<file path="src/rtl/v2u_pkg.sv">
// v2u_pkg: types and constants for the v210 to 8-bit UYVY unpacker
// no dependencies; used by v210_to_uyvy8_unpacker
`default_nettype none

package v2u_pkg;

	// configuration register width and register indexes
	localparam int CFG_W = 14;
	localparam int IDX_W = 1;
	localparam logic [IDX_W-1:0] REG_LINE_WIDTH   = 1'd0;
	localparam logic [IDX_W-1:0] REG_FRAME_HEIGHT = 1'd1;

	localparam logic [CFG_W-1:0] LINE_WIDTH_RST   = 14'd1920;
	localparam logic [CFG_W-1:0] FRAME_HEIGHT_RST = 14'd1080;

	localparam int LINE_W    = 14;
	localparam int SAMPLE_W  = 8;
	localparam int COMP_W    = 2;
	localparam int SMP_BITS  = 10;
	localparam int SMP_DROP  = 2;
	localparam int SMP_PER_WORD = 3;
	localparam int WORD_W_IN = 32;

	// line padding: 48 luma samples take 32 words
	localparam int LUMA_PER_BLOCK = 48;
	localparam int WORDS_PER_BLOCK = 32;
	localparam int BLK_SH  = 5;
	localparam int GRP_SH  = 4;
	localparam int GRP_W   = CFG_W + 1 - GRP_SH;
	localparam int BLK_W   = 9;
	localparam int LASTW_W = BLK_W + BLK_SH;

	// ceil(x/3) for x up to a few thousand: ((x + 2) * RECIP3) >> RECIP_SH
	localparam int RECIP_SH = 16;
	localparam int PROD_W   = GRP_W + 1 + RECIP_SH;
	localparam logic [RECIP_SH-1:0] RECIP3 = 16'd21846;

	typedef enum logic [COMP_W-1:0] {
		COMP_CB = 2'd0,
		COMP_Y  = 2'd1,
		COMP_CR = 2'd2
	} comp_t;

	typedef struct packed {
		logic [SAMPLE_W-1:0] smp;
		comp_t               comp;
		logic                last;
		logic                eol;
		logic                eof;
	} item_t;

	// sample order along a line is Cb Y Cr Y
	function automatic comp_t comp_of(input logic [1:0] phase);
		comp_t c;
		case (phase)
			2'd0: c = COMP_CB;
			2'd1: c = COMP_Y;
			2'd2: c = COMP_CR;
			2'd3: c = COMP_Y;
			default: c = COMP_Y;
		endcase
		return c;
	endfunction

endpackage

`default_nettype wire

</file>
<file path="src/rtl/v210_to_uyvy8_unpacker.sv">
// v210 to 8-bit UYVY unpacker, top level
// depends on v2u_pkg
`default_nettype none

// Takes one 32-bit v210 word per item and emits its active 10-bit samples as
// 8-bit samples (top bits, truncated), one sample per result, in Cb Y Cr Y
// order, with end of line and end of frame marks. A word that gives no sample
// or one sample lets the next word follow back to back while the output is not
// stalled; a word that gives more holds the input while the single-sample
// result register drains a three-entry holding stage, one sample per cycle
// when the output is not stalled. Padding words at the end of each line
// (lines are padded to 48 luma samples per 32 words) take no place in the
// holding stage and give nothing. Configuration writes take effect on the
// next word.
module v210_to_uyvy8_unpacker #(
	parameter int MAX_WIDTH = 8192
) (
	input  wire                                clk,
	input  wire                                arst_n,
	input  wire                                cfg_we,
	input  wire  [v2u_pkg::IDX_W-1:0]          cfg_index,
	input  wire  [v2u_pkg::CFG_W-1:0]          cfg_data,
	input  wire                                in_valid,
	output logic                               in_ready,
	input  wire  [v2u_pkg::WORD_W_IN-1:0]      packed_word,
	output logic                               out_valid,
	input  wire                                out_ready,
	output logic [v2u_pkg::SAMPLE_W-1:0]       sample,
	output logic [v2u_pkg::COMP_W-1:0]         component,
	output logic                               last_of_run,
	output logic                               end_of_line,
	output logic                               end_of_frame
);

	localparam int CFG_MAX  = (1 << v2u_pkg::CFG_W) - 1;
	localparam int MAX_EFF  = (MAX_WIDTH < CFG_MAX) ? MAX_WIDTH : CFG_MAX;
	localparam int MAX_WPL  = ((MAX_EFF + v2u_pkg::LUMA_PER_BLOCK - 1) /
		v2u_pkg::LUMA_PER_BLOCK) * v2u_pkg::WORDS_PER_BLOCK;
	localparam int WORD_W   = $clog2(MAX_WPL);
	localparam int SAMP_W   = $clog2(v2u_pkg::SMP_PER_WORD * MAX_WPL + 1);
	localparam int LW_EXT_W = v2u_pkg::CFG_W + 1;
	localparam int NSMP     = v2u_pkg::SMP_PER_WORD;

	logic [v2u_pkg::CFG_W-1:0]  line_width_q;
	logic [v2u_pkg::CFG_W-1:0]  frame_height_q;
	logic [WORD_W-1:0]          word_q;
	logic [SAMP_W-1:0]          samp_q;
	logic [v2u_pkg::LINE_W-1:0] line_q;

	v2u_pkg::item_t             ent_s1 [NSMP];
	logic [1:0]                 cnt_s1;
	v2u_pkg::item_t             out_s2;
	logic                       out_valid_q;

	logic [v2u_pkg::CFG_W-1:0]   eff_w;
	logic [v2u_pkg::CFG_W:0]     grp_sum;
	logic [v2u_pkg::GRP_W:0]     grp_p2;
	logic [v2u_pkg::PROD_W-1:0]  prod;
	logic [v2u_pkg::BLK_W-1:0]   blocks;
	logic [v2u_pkg::BLK_W-1:0]   blocks_eff;
	logic [v2u_pkg::LASTW_W-1:0] last_word;
	logic                        word_end;
	logic [SAMP_W-1:0]           active;
	logic [v2u_pkg::CFG_W-1:0]   eff_h;
	logic                        last_line;
	logic [NSMP:0]               act;
	v2u_pkg::item_t              new_ent [NSMP];
	logic [1:0]                  n_new;
	logic                        emit;
	logic                        accept;

	// padded line length in words, from the saturated width
	always_comb begin
		if ({1'b0, line_width_q} > LW_EXT_W'(MAX_WIDTH)) begin
			eff_w = v2u_pkg::CFG_W'(MAX_WIDTH);
		end else begin
			eff_w = line_width_q;
		end
		grp_sum    = {1'b0, eff_w} + LW_EXT_W'(15);
		grp_p2     = {1'b0, grp_sum[v2u_pkg::CFG_W:v2u_pkg::GRP_SH]} + (v2u_pkg::GRP_W + 1)'(2);
		prod       = v2u_pkg::PROD_W'(grp_p2) * v2u_pkg::PROD_W'(v2u_pkg::RECIP3);
		blocks     = prod[v2u_pkg::RECIP_SH +: v2u_pkg::BLK_W];
		blocks_eff = (blocks == '0) ? v2u_pkg::BLK_W'(1) : blocks;
		last_word  = {blocks_eff - v2u_pkg::BLK_W'(1), {v2u_pkg::BLK_SH{1'b1}}};
		word_end   = v2u_pkg::LASTW_W'(word_q) >= last_word;
		active     = SAMP_W'({eff_w, 1'b0});
	end

	always_comb begin
		eff_h     = (frame_height_q == '0) ? v2u_pkg::CFG_W'(1) : frame_height_q;
		last_line = ({1'b0, line_q} + (v2u_pkg::LINE_W + 1)'(1)) >= {1'b0, eff_h};
	end

	// the three samples of the incoming word; active ones form a prefix
	always_comb begin
		logic [SAMP_W-1:0] s;
		act[NSMP] = 1'b0;
		for (int k = 0; k < NSMP; k++) begin
			s = samp_q + SAMP_W'(k);
			act[k] = s < active;
			new_ent[k].smp  = packed_word[v2u_pkg::SMP_BITS*k + v2u_pkg::SMP_DROP +:
				v2u_pkg::SAMPLE_W];
			new_ent[k].comp = v2u_pkg::comp_of(s[1:0]);
			new_ent[k].eol  = (s + SAMP_W'(1)) == active;
			new_ent[k].eof  = ((s + SAMP_W'(1)) == active) && last_line;
		end
		for (int k = 0; k < NSMP; k++) begin
			new_ent[k].last = act[k] && !act[k+1];
		end
		n_new = 2'(act[0]) + 2'(act[1]) + 2'(act[2]);
	end

	assign emit     = (cnt_s1 != 2'd0) && (!out_valid_q || out_ready);
	assign in_ready = (cnt_s1 == 2'd0) || ((cnt_s1 == 2'd1) && emit);
	assign accept   = in_valid && in_ready;

	always_ff @(posedge clk or negedge arst_n) begin
		if (!arst_n) begin
			line_width_q   <= v2u_pkg::LINE_WIDTH_RST;
			frame_height_q <= v2u_pkg::FRAME_HEIGHT_RST;
		end else if (cfg_we) begin
			case (cfg_index)
				v2u_pkg::REG_LINE_WIDTH:   line_width_q   <= cfg_data;
				v2u_pkg::REG_FRAME_HEIGHT: frame_height_q <= cfg_data;
				default: ;
			endcase
		end
	end

	// position counters advance once per accepted item
	always_ff @(posedge clk or negedge arst_n) begin
		if (!arst_n) begin
			word_q <= '0;
			samp_q <= '0;
			line_q <= '0;
		end else if (accept) begin
			if (word_end) begin
				word_q <= '0;
				samp_q <= '0;
				line_q <= last_line ? '0 : line_q + v2u_pkg::LINE_W'(1);
			end else begin
				word_q <= word_q + WORD_W'(1);
				samp_q <= samp_q + SAMP_W'(NSMP);
			end
		end
	end

	always_ff @(posedge clk or negedge arst_n) begin
		if (!arst_n) begin
			cnt_s1      <= 2'd0;
			out_valid_q <= 1'b0;
		end else begin
			if (accept) begin
				cnt_s1 <= n_new;
			end else if (emit) begin
				cnt_s1 <= cnt_s1 - 2'd1;
			end
			if (emit) begin
				out_valid_q <= 1'b1;
			end else if (out_ready) begin
				out_valid_q <= 1'b0;
			end
		end
	end

	// holding stage shifts down as samples leave
	always_ff @(posedge clk) begin
		if (accept) begin
			for (int k = 0; k < NSMP; k++) begin
				ent_s1[k] <= new_ent[k];
			end
		end else if (emit) begin
			for (int k = 0; k < NSMP - 1; k++) begin
				ent_s1[k] <= ent_s1[k+1];
			end
		end
		if (emit) begin
			out_s2 <= ent_s1[0];
		end
	end

	assign out_valid    = out_valid_q;
	assign sample       = out_s2.smp;
	assign component    = out_s2.comp;
	assign last_of_run  = out_s2.last;
	assign end_of_line  = out_s2.eol;
	assign end_of_frame = out_s2.eof;

`ifndef NO_ASSERTIONS
	a_eof_is_eol: assert property (@(posedge clk) disable iff (!arst_n)
		out_valid && end_of_frame |-> end_of_line)
		else $error("end of frame without end of line");

	a_eol_ends_run: assert property (@(posedge clk) disable iff (!arst_n)
		out_valid && end_of_line |-> last_of_run)
		else $error("end of line not last sample of its word");

	a_samp_tracks_word: assert property (@(posedge clk) disable iff (!arst_n)
		32'(samp_q) == 32'(word_q) * NSMP)
		else $error("sample counter out of step with word counter");

	a_word_bound: assert property (@(posedge clk) disable iff (!arst_n)
		32'(word_q) < MAX_WPL)
		else $error("word counter past padded line");

	a_line_on_wrap: assert property (@(posedge clk) disable iff (!arst_n)
		(line_q != $past(line_q)) |-> (word_q == '0))
		else $error("line counter moved mid-line");
`endif

endmodule

`default_nettype wire

</file>
<file path="config.mk">
export PLATFORM = sky130hd
export DESIGN_NAME = v210_to_uyvy8_unpacker
export DESIGN_NICKNAME = d
export VERILOG_FILES = /design/src/rtl/v2u_pkg.sv /design/src/rtl/v210_to_uyvy8_unpacker.sv
export SDC_FILE = /design/constraint.sdc
export NUM_CORES = 1
export LEC_CHECK = 0
export BUFFER_PORTS_ARGS = -buffer_cell sky130_fd_sc_hd__buf_2
export CAP_MARGIN = 15
export CORE_UTILIZATION = 63
export CTS_CLUSTER_SIZE = 25
export DETAILED_ROUTE_END_ITERATION = 16
export MAX_ROUTING_LAYER = met4
export PLACE_DENSITY = 0.94
export SLEW_MARGIN = 20
export SYNTH_ARGS = -nofsm -noshare
export SYNTH_HDL_FRONTEND = slang
export SYNTH_SLANG_ARGS = --single-unit
</file>
<file path="constraint.sdc">
create_clock -name clk -period 12.45 [get_ports clk]
set_input_delay 1.8675 -clock clk [delete_from_list [all_inputs] [get_ports clk]]
set_output_delay 1.8675 -clock clk [all_outputs]
set_load 0.03 [all_outputs]
</file>
## Yosys cells after proc, flatten, opt, wreduce, memory -nomap -nowiden

Memory sizes are Yosys's and may differ from the RTL's. A register that Yosys moved wholly into a read port is not among the register bits.
Index checks and enable logic that the tools add are counted.

| operators by class | value |
|---|---|
| add/subtract/negate cells | 14 |
| multiply operators | 1 |
| magnitude comparators | 6 |
| eq/ne operators | 13 |
| mux-type cells | 20 |
| bitwise logic cells | 3 |
| reduce and logical (&&, ||, !) cells | 28 |

Operators by type and width:

| operator | count |
|---|---|
| $add A15 B1 Y15 const B | 3 |
| $eq A15 B15 Y1 | 3 |
| $lt A15 B15 Y1 | 3 |
| $mux W14 | 3 |
| $mux W13 | 3 |
| $add A15 B2 Y15 const B | 2 |
| $mul A12 B14 Y24 const B | 1 |
| $pmux W2 S3 | 3 |
| $add A14 B1 Y15 const B | 1 |
| $add A14 B4 Y15 const B | 1 |
| $ge A15 B14 Y1 | 1 |
| $mux W15 | 1 |
| $add A14 B1 Y14 const B | 1 |
| $ge A13 B14 Y1 | 1 |
| $gt A14 B14 Y1 const B | 1 |
| $logic_not A14 Y1 | 1 |
| $add A13 B1 Y13 const B | 1 |
| $add A11 B2 Y12 const B | 1 |
| $eq A2 B2 Y1 const B | 6 |
| $logic_not A9 Y1 | 1 |
| $mux W9 | 1 |
| $sub A9 B1 Y9 const B | 1 |
| $eq A2 B1 Y1 const B | 4 |
| $logic_and A1 B1 Y1 | 8 |
| other kinds (13) | 33 |

| storage, ports and cells | value |
|---|---|
| flip-flop bits (word level) | 73 |
| RAM bits | 39 |
| input port bits | 52 |
| output and inout bits | 15 |
| word-level logic and storage cells | 93 |
| memories kept | 1 |

Memory list:

| memory | words | bits a word | rd ports | clocked after Yosys merged registers in | wr ports | RTL line | source |
|---|---|---|---|---|---|---|---|
| ent_s1 | 3 | 13 | 3 | 1 | 3 | v210_to_uyvy8_unpacker.sv:50 | `v2u_pkg::item_t ent_s1 [NSMP];` |

## Longest topological paths before layout

Gate-level depths: netlist of run 1.

| depth | value |
|---|---|
| word-level depth | 10 |
| mapped depth | 47 |
| mapped depth without buffers | 44 |

## Least setup slack after synthesis of run 1

OpenSTA, ideal clock, no wires.

| timing | value |
|---|---|
| kind | register to register |
| start point | register line_width_q[3] (netlist bit) |
| end point | register line_q[11] (netlist bit) |
| library setup time | 0.120 ns |
| data arrival time | 9.118 ns |
| required time | 12.330 ns |
| setup slack | 3.213 ns |
| stages on the path, launching flop included | 43 |
| buffers on the path | 3 |
| clock period less this slack | 9.237 ns |
| cells stage by stage | dfrtp_1 or4_4 nor4_1 a31oi_1 nor2_1 o211ai_1 nor3_1 xnor2_1 ha_1 inv_1 fa_1 fa_1 inv_1 fa_1 inv_1 fa_1 inv_1 ha_1 [... 7 more ...] nor2_1 nand3_1 and2_1 ha_1 o21ai_1 nor2_1 xnor2_1 ha_1 a21o_1 a211oi_1 nor2_1 nor2_1 o31a_1 a2111oi_4 or2_1 buf_4 buf_6 a31o_1 |

| on the way | value |
|---|---|
| word-level cells in the longest chain between the ends | 10 |

RTL lines:

| item | RTL line | source |
|---|---|---|
| start, declared | v210_to_uyvy8_unpacker.sv:44 | `logic [v2u_pkg::CFG_W-1:0] line_width_q;` |
| start signal, assigned | v210_to_uyvy8_unpacker.sv:119 | `line_width_q <= v2u_pkg::LINE_WIDTH_RST;` |
| start signal, assigned | v210_to_uyvy8_unpacker.sv:123 | `v2u_pkg::REG_LINE_WIDTH: line_width_q <= cfg_data;` |
| $gt A14 B14 Y1 | v210_to_uyvy8_unpacker.sv:74 | `if ({1'b0, line_width_q} > LW_EXT_W'(MAX_WIDTH)) begin` |
| $mux W14 (*) | v210_to_uyvy8_unpacker.sv:74 |  |
| $add A14 B4 Y15 (*) | v210_to_uyvy8_unpacker.sv:79 | `grp_sum = {1'b0, eff_w} + LW_EXT_W'(15);` |
| $add A11 B2 Y12 (*) | v210_to_uyvy8_unpacker.sv:80 | `grp_p2 = {1'b0, grp_sum[v2u_pkg::CFG_W:v2u_pkg::GRP_SH]} + (v2u_pkg::GRP_W + 1)'(2);` |
| $mul A12 B14 Y24 (*) | v210_to_uyvy8_unpacker.sv:81 | `prod = v2u_pkg::PROD_W'(grp_p2) * v2u_pkg::PROD_W'(v2u_pkg::RECIP3);` |
| $logic_not A9 Y1 | v210_to_uyvy8_unpacker.sv:83 | `blocks_eff = (blocks == '0) ? v2u_pkg::BLK_W'(1) : blocks;` |
| $mux W9 (*) | v210_to_uyvy8_unpacker.sv:83 |  |
| $sub A9 B1 Y9 (*) | v210_to_uyvy8_unpacker.sv:84 | `last_word = {blocks_eff - v2u_pkg::BLK_W'(1), {v2u_pkg::BLK_SH{1'b1}}};` |
| $ge A13 B14 Y1 (*) | v210_to_uyvy8_unpacker.sv:85 | `word_end = v2u_pkg::LASTW_W'(word_q) >= last_word;` |
| $reduce_and A2 Y1 (no source line) (*) | n/a |  |
| end signal, assigned | v210_to_uyvy8_unpacker.sv:140 | `line_q <= last_line ? '0 : line_q + v2u_pkg::LINE_W'(1);` |
| end, declared | v210_to_uyvy8_unpacker.sv:48 | `logic [v2u_pkg::LINE_W-1:0] line_q;` |

Every way passes the cells marked *; elsewhere a longest branch is shown, timed or not.
A chain may end at the register's enable or synchronous reset.

## Final worst setup path of run 1

| timing | value |
|---|---|
| start point | register line_width_q[2] (netlist bit) |
| end point | register samp_q[4] |

| on the way | value |
|---|---|
| word-level cells in the longest chain between the ends | 10 |

RTL lines:

| item | RTL line | source |
|---|---|---|
| $gt A14 B14 Y1 | v210_to_uyvy8_unpacker.sv:74 |  |
| $mux W14 (*) | v210_to_uyvy8_unpacker.sv:74 |  |
| $add A14 B4 Y15 (*) | v210_to_uyvy8_unpacker.sv:79 |  |
| $add A11 B2 Y12 (*) | v210_to_uyvy8_unpacker.sv:80 |  |
| $mul A12 B14 Y24 (*) | v210_to_uyvy8_unpacker.sv:81 |  |
| $logic_not A9 Y1 | v210_to_uyvy8_unpacker.sv:83 |  |
| $mux W9 (*) | v210_to_uyvy8_unpacker.sv:83 |  |
| $sub A9 B1 Y9 (*) | v210_to_uyvy8_unpacker.sv:84 |  |
| $ge A13 B14 Y1 (*) | v210_to_uyvy8_unpacker.sv:85 |  |
| $mux W15 (*) | v210_to_uyvy8_unpacker.sv:137 | `if (word_end) begin` |
| end signal, assigned | v210_to_uyvy8_unpacker.sv:143 | `samp_q <= samp_q + SAMP_W'(NSMP);` |
| end, declared | v210_to_uyvy8_unpacker.sv:47 | `logic [SAMP_W-1:0] samp_q;` |

Marked as above.

==> impl_metrics.ini, run 1 <==
[global_route]
antenna_found_initial = 0
grt_max_degree = 74
grt_pass1_wl_um = 49180
grt_use_total_pct = 33.46
grt_pass1_vias = 9881
grt-ovfl-total = 0

[yosys]
muxShareOfSynthArea_pct = 5.940
synth_top_family_by_area = adder cells
synth-simple-area-share_pct = 16.39
async_reset_ff_share_pct = 58.40
yosysTopAreaCell = ha_1
synth.area.top_cells = ha_1 15%, dfrtp_1 14%, edfxtp_1 13%
synth_compound_area_share_pct = 12.46
synth_cell_type_count = 84
synth_most_common_cell = ha_1
synth.cell_area_mm2 = 0.01169
synth_seq_cells = 125
synthCells = 1241
synth_commonest_cells = 138 x ha_1, 137 x inv_1, 98 x nand2_1, 82 x nor2_1, 66 x xnor2_1
synth_seq_area_share_pct = 29.07
syn_area_per_cell_um2 = 9.420
ys.flop_type = dfrtp_1
synth.yosys.warnings = 0
synth-edff-count = 52
synth_xor_area_share_pct = 8.188
synthAdderAreaFrac_pct = 21.96
synth_top_area_share_pct = 14.77

[timing]
finalWorstSetupSlack_ns = 0.9819
final.min_clock_period_ns = 11.47
setup_viol = 0
drv_slew = 0
grt_setup_unrepaired = false
relSlewSlack_pct = 28.13
hold_ws_ns = 0.4225
fin_crit_sh_pct = 92.11
clock.fmax_ghz = 0.08720
hold_viol_final = 0
finalSetupTns_ns = 0
worstMarginPinSlew_ns = 1.077
finClkSkew_ns = 0.01704

[outcome]
violations = design-rule violations
status = finished, violations left

[finish]
drive_gt1_share_pct = 13.82
syn_to_final_growth_pct = 9.344
layout.nets = 1521
diodes = 0
stdcell_area_mm2 = 0.01278

[worst_setup_path]
cp_max_fo = 19
cp_data_arrival_time_ns = 11.74
crit_top_cell = ha_1
end_kind = register
cp-start-kind = register
cpPeakStageDelay_ns = 0.72
cp_slowest_cell = a2111oi_4
required_ns = 12.72
crit_type = reg -> reg

[floorplanning]
initial_core_util_pct = 64.64
dieHeight_um = 138.2
dieArea_mm2 = 0.01910
die_w_um = 138.2
io_pins = 67
fp-row-count = 49
core_mm2 = 0.01809

[drt]
totalWireLength_um = 30740
num_vias = 9938
firstDrtPassIters = 12
drc = 2
routedWlPerCell_um = 20.08
avgViaCountPerCell = 6.491
detail-route-antenna-nets = 0
drt-initial-drc-count = 1186

[clock_network]
cts-root-buf = clkbuf_16
postCtsSetupBuffers = 0
numCtsBuffers = 17
clk_pin_slew_ns = 0.07
clk_path_buf_depth = 2
htreeDepth = 4
clock-sinks = 125
cts_resized = 0
clock_latency_ns = 0.43
tritoncts = yes
holdBufCountCts = 0

[flow_run]
max_cap_violations = 0

[min_path]
hold_class = reg -> reg

[placement]
dpl-instance-area_mm2 = 0.01216
pre_cts_ws_ns = 1.215
place_hpwl_um = 21670
gp_congestion = 0.9962
numPortBuffers = 58
==> per-stage QoR <==
step | std cells | util [%]
2_1_floorplan | 1246 | -
3_3_place_gp | 1499 | 67.25
3_5_place_dp | 1499 | 67.25
4_1_cts | 1531 | 70.65
5_1_grt | 1531 | 70.67
6_report | 1531 | 70.67
==> per-layer routing <==
layer | part of all wire [%] | GRT usage, %
met2 | 49 | 55.37
met3 | 8.0 | 5.577
met1 | 38 | 39.45
met5 | 0 | -
met4 | 4.5 | 17.21
==> cells in the final DEF (no fill, tap or decap), types with 8 or more instances in the layout <==
cell type,Yosys,routed
mux2_2,49,49
nor3_1,24,24
nand2_1,98,98
o22ai_1,8,8
xnor2_1,66,66
fa_1,42,42
o211ai_1,8,8
and2_1,9,9
nor2_1,82,82
ha_1,138,138
inv_1,137,137
or3_1,9,9
and3_1,11,11
nor3b_1,8,8
mux2i_1,12,12
clkbuf_16,0,17
xor2_1,37,37
nor2b_1,13,12
nand2b_1,10,9
nand3_1,37,37
nand4_1,30,30
a21o_1,27,27
o31ai_1,10,10
buf_2,8,58
o21ai_0,40,40
nor4_1,13,13
o21a_1,8,8
edfxtp_1,52,52
dfstp_2,8,8
a21oi_1,35,35
dfrtp_1,65,65
==> logic make-up after synthesis <==
family,Yosys count
AOI/OAI and AO/OA,210
xor gates and xnor gates,106
adders and majority gates,180
buffers and inverters,179
DFF,125
muxes,62
other,2
and+or+nand+nor,377
==> critical path: cells and delay by family, from the launching register on <==
kind / cells / cell delay (ns)
AO/OA/AOI/OAI: 11 / 3.56
XOR/XNOR: 1 / 0.12
adder cells (fa/ha/maj): 9 / 3.50
buffers and inverters: 5 / 0.58
flip-flops: 1 / 0.47
AND/OR/NAND/NOR: 12 / 3.07
==> layout make-up <==
type,count,area [µm²]
Clock inverter,15,188.9
Sequential cell,125,3398
Multi-Input combinational cell,942,7622
Clock buffer,17,425.4
Fill cell,1160,5304
Timing Repair Buffer,65,342.8
Inverter,138,518.0
Tap cell,229,286.5
==> path summary, 6_finish.rpt <==
path,slack (ns),end,cells past startpoint,start
max reg2reg,0.98,samp_q[4],38,line_width_q[2]
min,0.42,sample[3],0,ent_s1[0][8]
max in group asynchronous,10.17,samp_q[2],2,arst_n
min reg2reg,0.42,sample[3],0,ent_s1[0][8]
min in group asynchronous,1.66,line_q[2],2,arst_n
max,0.98,samp_q[4],38,line_width_q[2]
==> sequential cells by signal, indices dropped and copies added, names as in the netlist <==
register,flops
cnt_s1,2
component,2
end_of_frame,1
end_of_line,1
ent_s1,39
frame_height_q,14
last_of_run,1
line_q,14
line_width_q,14
out_valid,1
samp_q,15
sample,8
word_q,13
Power of run 1 is not shown: default switching activity piles up to over one toggle a cycle in this logic, so the estimate is an artifact.
==> inputs of run 2 (changes only) <==
ABC_AREA = 1   (was unset)
==> run 2 against run 1 <==
Largest cell class unchanged. Setup slack better by 0.34 ns. The run now ends clean. Fmax up 3.0%. Critical endpoint is now samp_q[2]. Via count up 3.3%. Critical path type unchanged. Highest routed layer unchanged. Cell count up 20%.
==> impl_metrics.ini, run 2 <==
[timing]
drv_slew = 0
finalWorstSetupSlack_ns = 1.318
final.min_clock_period_ns = 11.13
setup_viol = 0
finalSetupTns_ns = 0
clock.fmax_ghz = 0.08983
fin_crit_sh_pct = 89.41
hold_viol_final = 0
finClkSkew_ns = 0.01378
worstMarginPinSlew_ns = 1.061
relSlewSlack_pct = 29.22
grt_setup_unrepaired = false

[drt]
dr_wl_met3_um = 1899
wl_met2_um = 14630
num_vias = 10270
wl_met1_um = 11410
totalWireLength_um = 28960
routedWlPerCell_um = 15.82
drc = 0
top_layer = met4
detail-route-antenna-nets = 0
avgViaCountPerCell = 5.609
firstDrtPassIters = 5
drt-initial-drc-count = 927

[floorplanning]
io_pins = 67
dieArea_mm2 = 0.01930
core_mm2 = 0.01815
initial_core_util_pct = 65.08
fp-row-count = 49
dieHeight_um = 138.9
die_w_um = 138.9

[yosys]
syn_area_per_cell_um2 = 7.734
synth_cell_type_count = 57
synth.yosys.warnings = 0
synth_most_common_cell = nand2_1
yosysTopAreaCell = ha_1
ys.flop_type = dfrtp_1
synthCells = 1527
synth.cell_area_mm2 = 0.01181
synth_commonest_cells = 333 x nand2_1, 286 x inv_1, 138 x ha_1, 124 x nor2_1, 71 x xor2_1
synth_seq_cells = 125
synth-edff-count = 52
async_reset_ff_share_pct = 58.40
synth_top_area_share_pct = 14.62
synth.area.top_cells = ha_1 15%, dfrtp_1 14%, edfxtp_1 13%
synth_seq_area_share_pct = 28.77

[placement]
pre_cts_ws_ns = 1.465
numPortBuffers = 58
gp_congestion = 1.012
place_hpwl_um = 22110
dp.cells = 1798

[finish]
diodes = 0
largest_register_ff_count = 39
largest_register = ent_s1
layoutNonFillerInstCount = 1830
drive_gt1_share_pct = 11.49
layout.nets = 1820
layout_common_cells = 333 x nand2_1, 286 x inv_1, 138 x ha_1
final_common_cell = nand2_1
reg.largest.list = ent_s1 x39, samp_q x15
syn_to_final_growth_pct = 9.080

[worst_setup_path]
crit_top_cell = inv_1
end_kind = register
cp_slowest_cell = o31ai_1
rr_endpoint = samp_q[2]
cp_data_arrival_time_ns = 11.45
r2r_cells = 60
cpPeakStageDelay_ns = 0.64
rr_startpoint = line_width_q[1]
required_ns = 12.77
r2r_slack_ns = 1.32
crit_type = reg -> reg
cp-start-kind = register
cp_max_fo = 38

[clock_network]
holdBufCountCts = 0
postCtsSetupBuffers = 0
tritoncts = yes
numCtsBuffers = 17
clk_pin_slew_ns = 0.06
cts-root-buf = clkbuf_16
clock-sinks = 125
clock_latency_ns = 0.44
clk_path_buf_depth = 2
cts_resized = 0
htreeDepth = 4

[global_route]
grt_max_degree = 74
grt_pass1_vias = 10320
grt-ovfl-total = 0
grt_use_total_pct = 32.17
antenna_found_initial = 0
grt_pass1_wl_um = 47880

[min_path]
whs_endpoint = end_of_line
min-delay-start = ent_s1[0][1]
hold_class = reg -> reg
hold_depth = 0

[flow_run]
max_cap_violations = 0

[outcome]
status = finished, final reports clean
==> run 2: stage by stage <==
stage          cell area (µm²)  utilization [%]  hold slack (ns)
4_1_cts                  12880            70.99           0.4139
2_1_floorplan            11830                -           0.4003
6_report                 12880            70.99           0.4088
3_3_place_gp             12300            67.76           0.4004
3_5_place_dp             12300            67.76           0.4045
5_1_grt                  12880            70.99           0.4199
==> run 2: cell type report <==
| cell class | count | area, µm² |
|---|---|---|
| Tap cell | 229 | 286.5 |
| Clock buffer | 21 | 483.0 |
| Clock inverter | 11 | 102.6 |
| Fill cell | 1332 | 5265 |
| Multi-Input combinational cell | 1066 | 7108 |
| Sequential cell | 125 | 3398 |
| Inverter | 317 | 1191 |
| Timing Repair Buffer | 61 | 312.8 |
==> run 2: metal layers <==
layer	vias to the layer above	track usage [%]
li1	4952	-
met1	4782	36.56
met2	439	55.58
met3	92	5.456
met4	0	14.56
met5	-	-
==> run 2: how the worst max path moves through the flow <==
| stage | cells after the start | startpoint | slack (ns) | endpoint |
|---|---|---|---|---|
| 2_1_floorplan | 62 | line_width_q[5] | 3.57 | line_q[10] |
| 3_3_place_gp | 62 | line_width_q[1] | 1.78 | word_q[3] |
| 3_5_place_dp | 59 | line_width_q[1] | 1.46 | line_q[3] |
| 4_1_cts | 59 | line_width_q[1] | 1.37 | samp_q[2] |
| 5_1_grt | 60 | line_width_q[5] | 0.46 | samp_q[2] |
| 6_report | 60 | line_width_q[1] | 1.32 | samp_q[2] |
==> run 2: critical path: cells and delay by family, from the launching register on <==
family / cells / cell delay (ns)
buf+inv: 14 / 1.00
compound gates: 5 / 1.55
simple gates: 31 / 4.23
fa+ha+maj: 8 / 3.12
xor+xnor: 2 / 0.61
flops: 1 / 0.45
==> run 2: cells by family after synthesis <==
logic type	Yosys count	synth area share, %
AND/OR/NAND/NOR	627	23.54
buffers and inverters	341	11.20
adder cells (fa/ha/maj)	180	21.74
AO/OA/AOI/OAI	158	7.649
flip-flops	125	28.77
XOR/XNOR	94	7.035
other	2	0.06359
Power of run 2 is left out for the same reason.
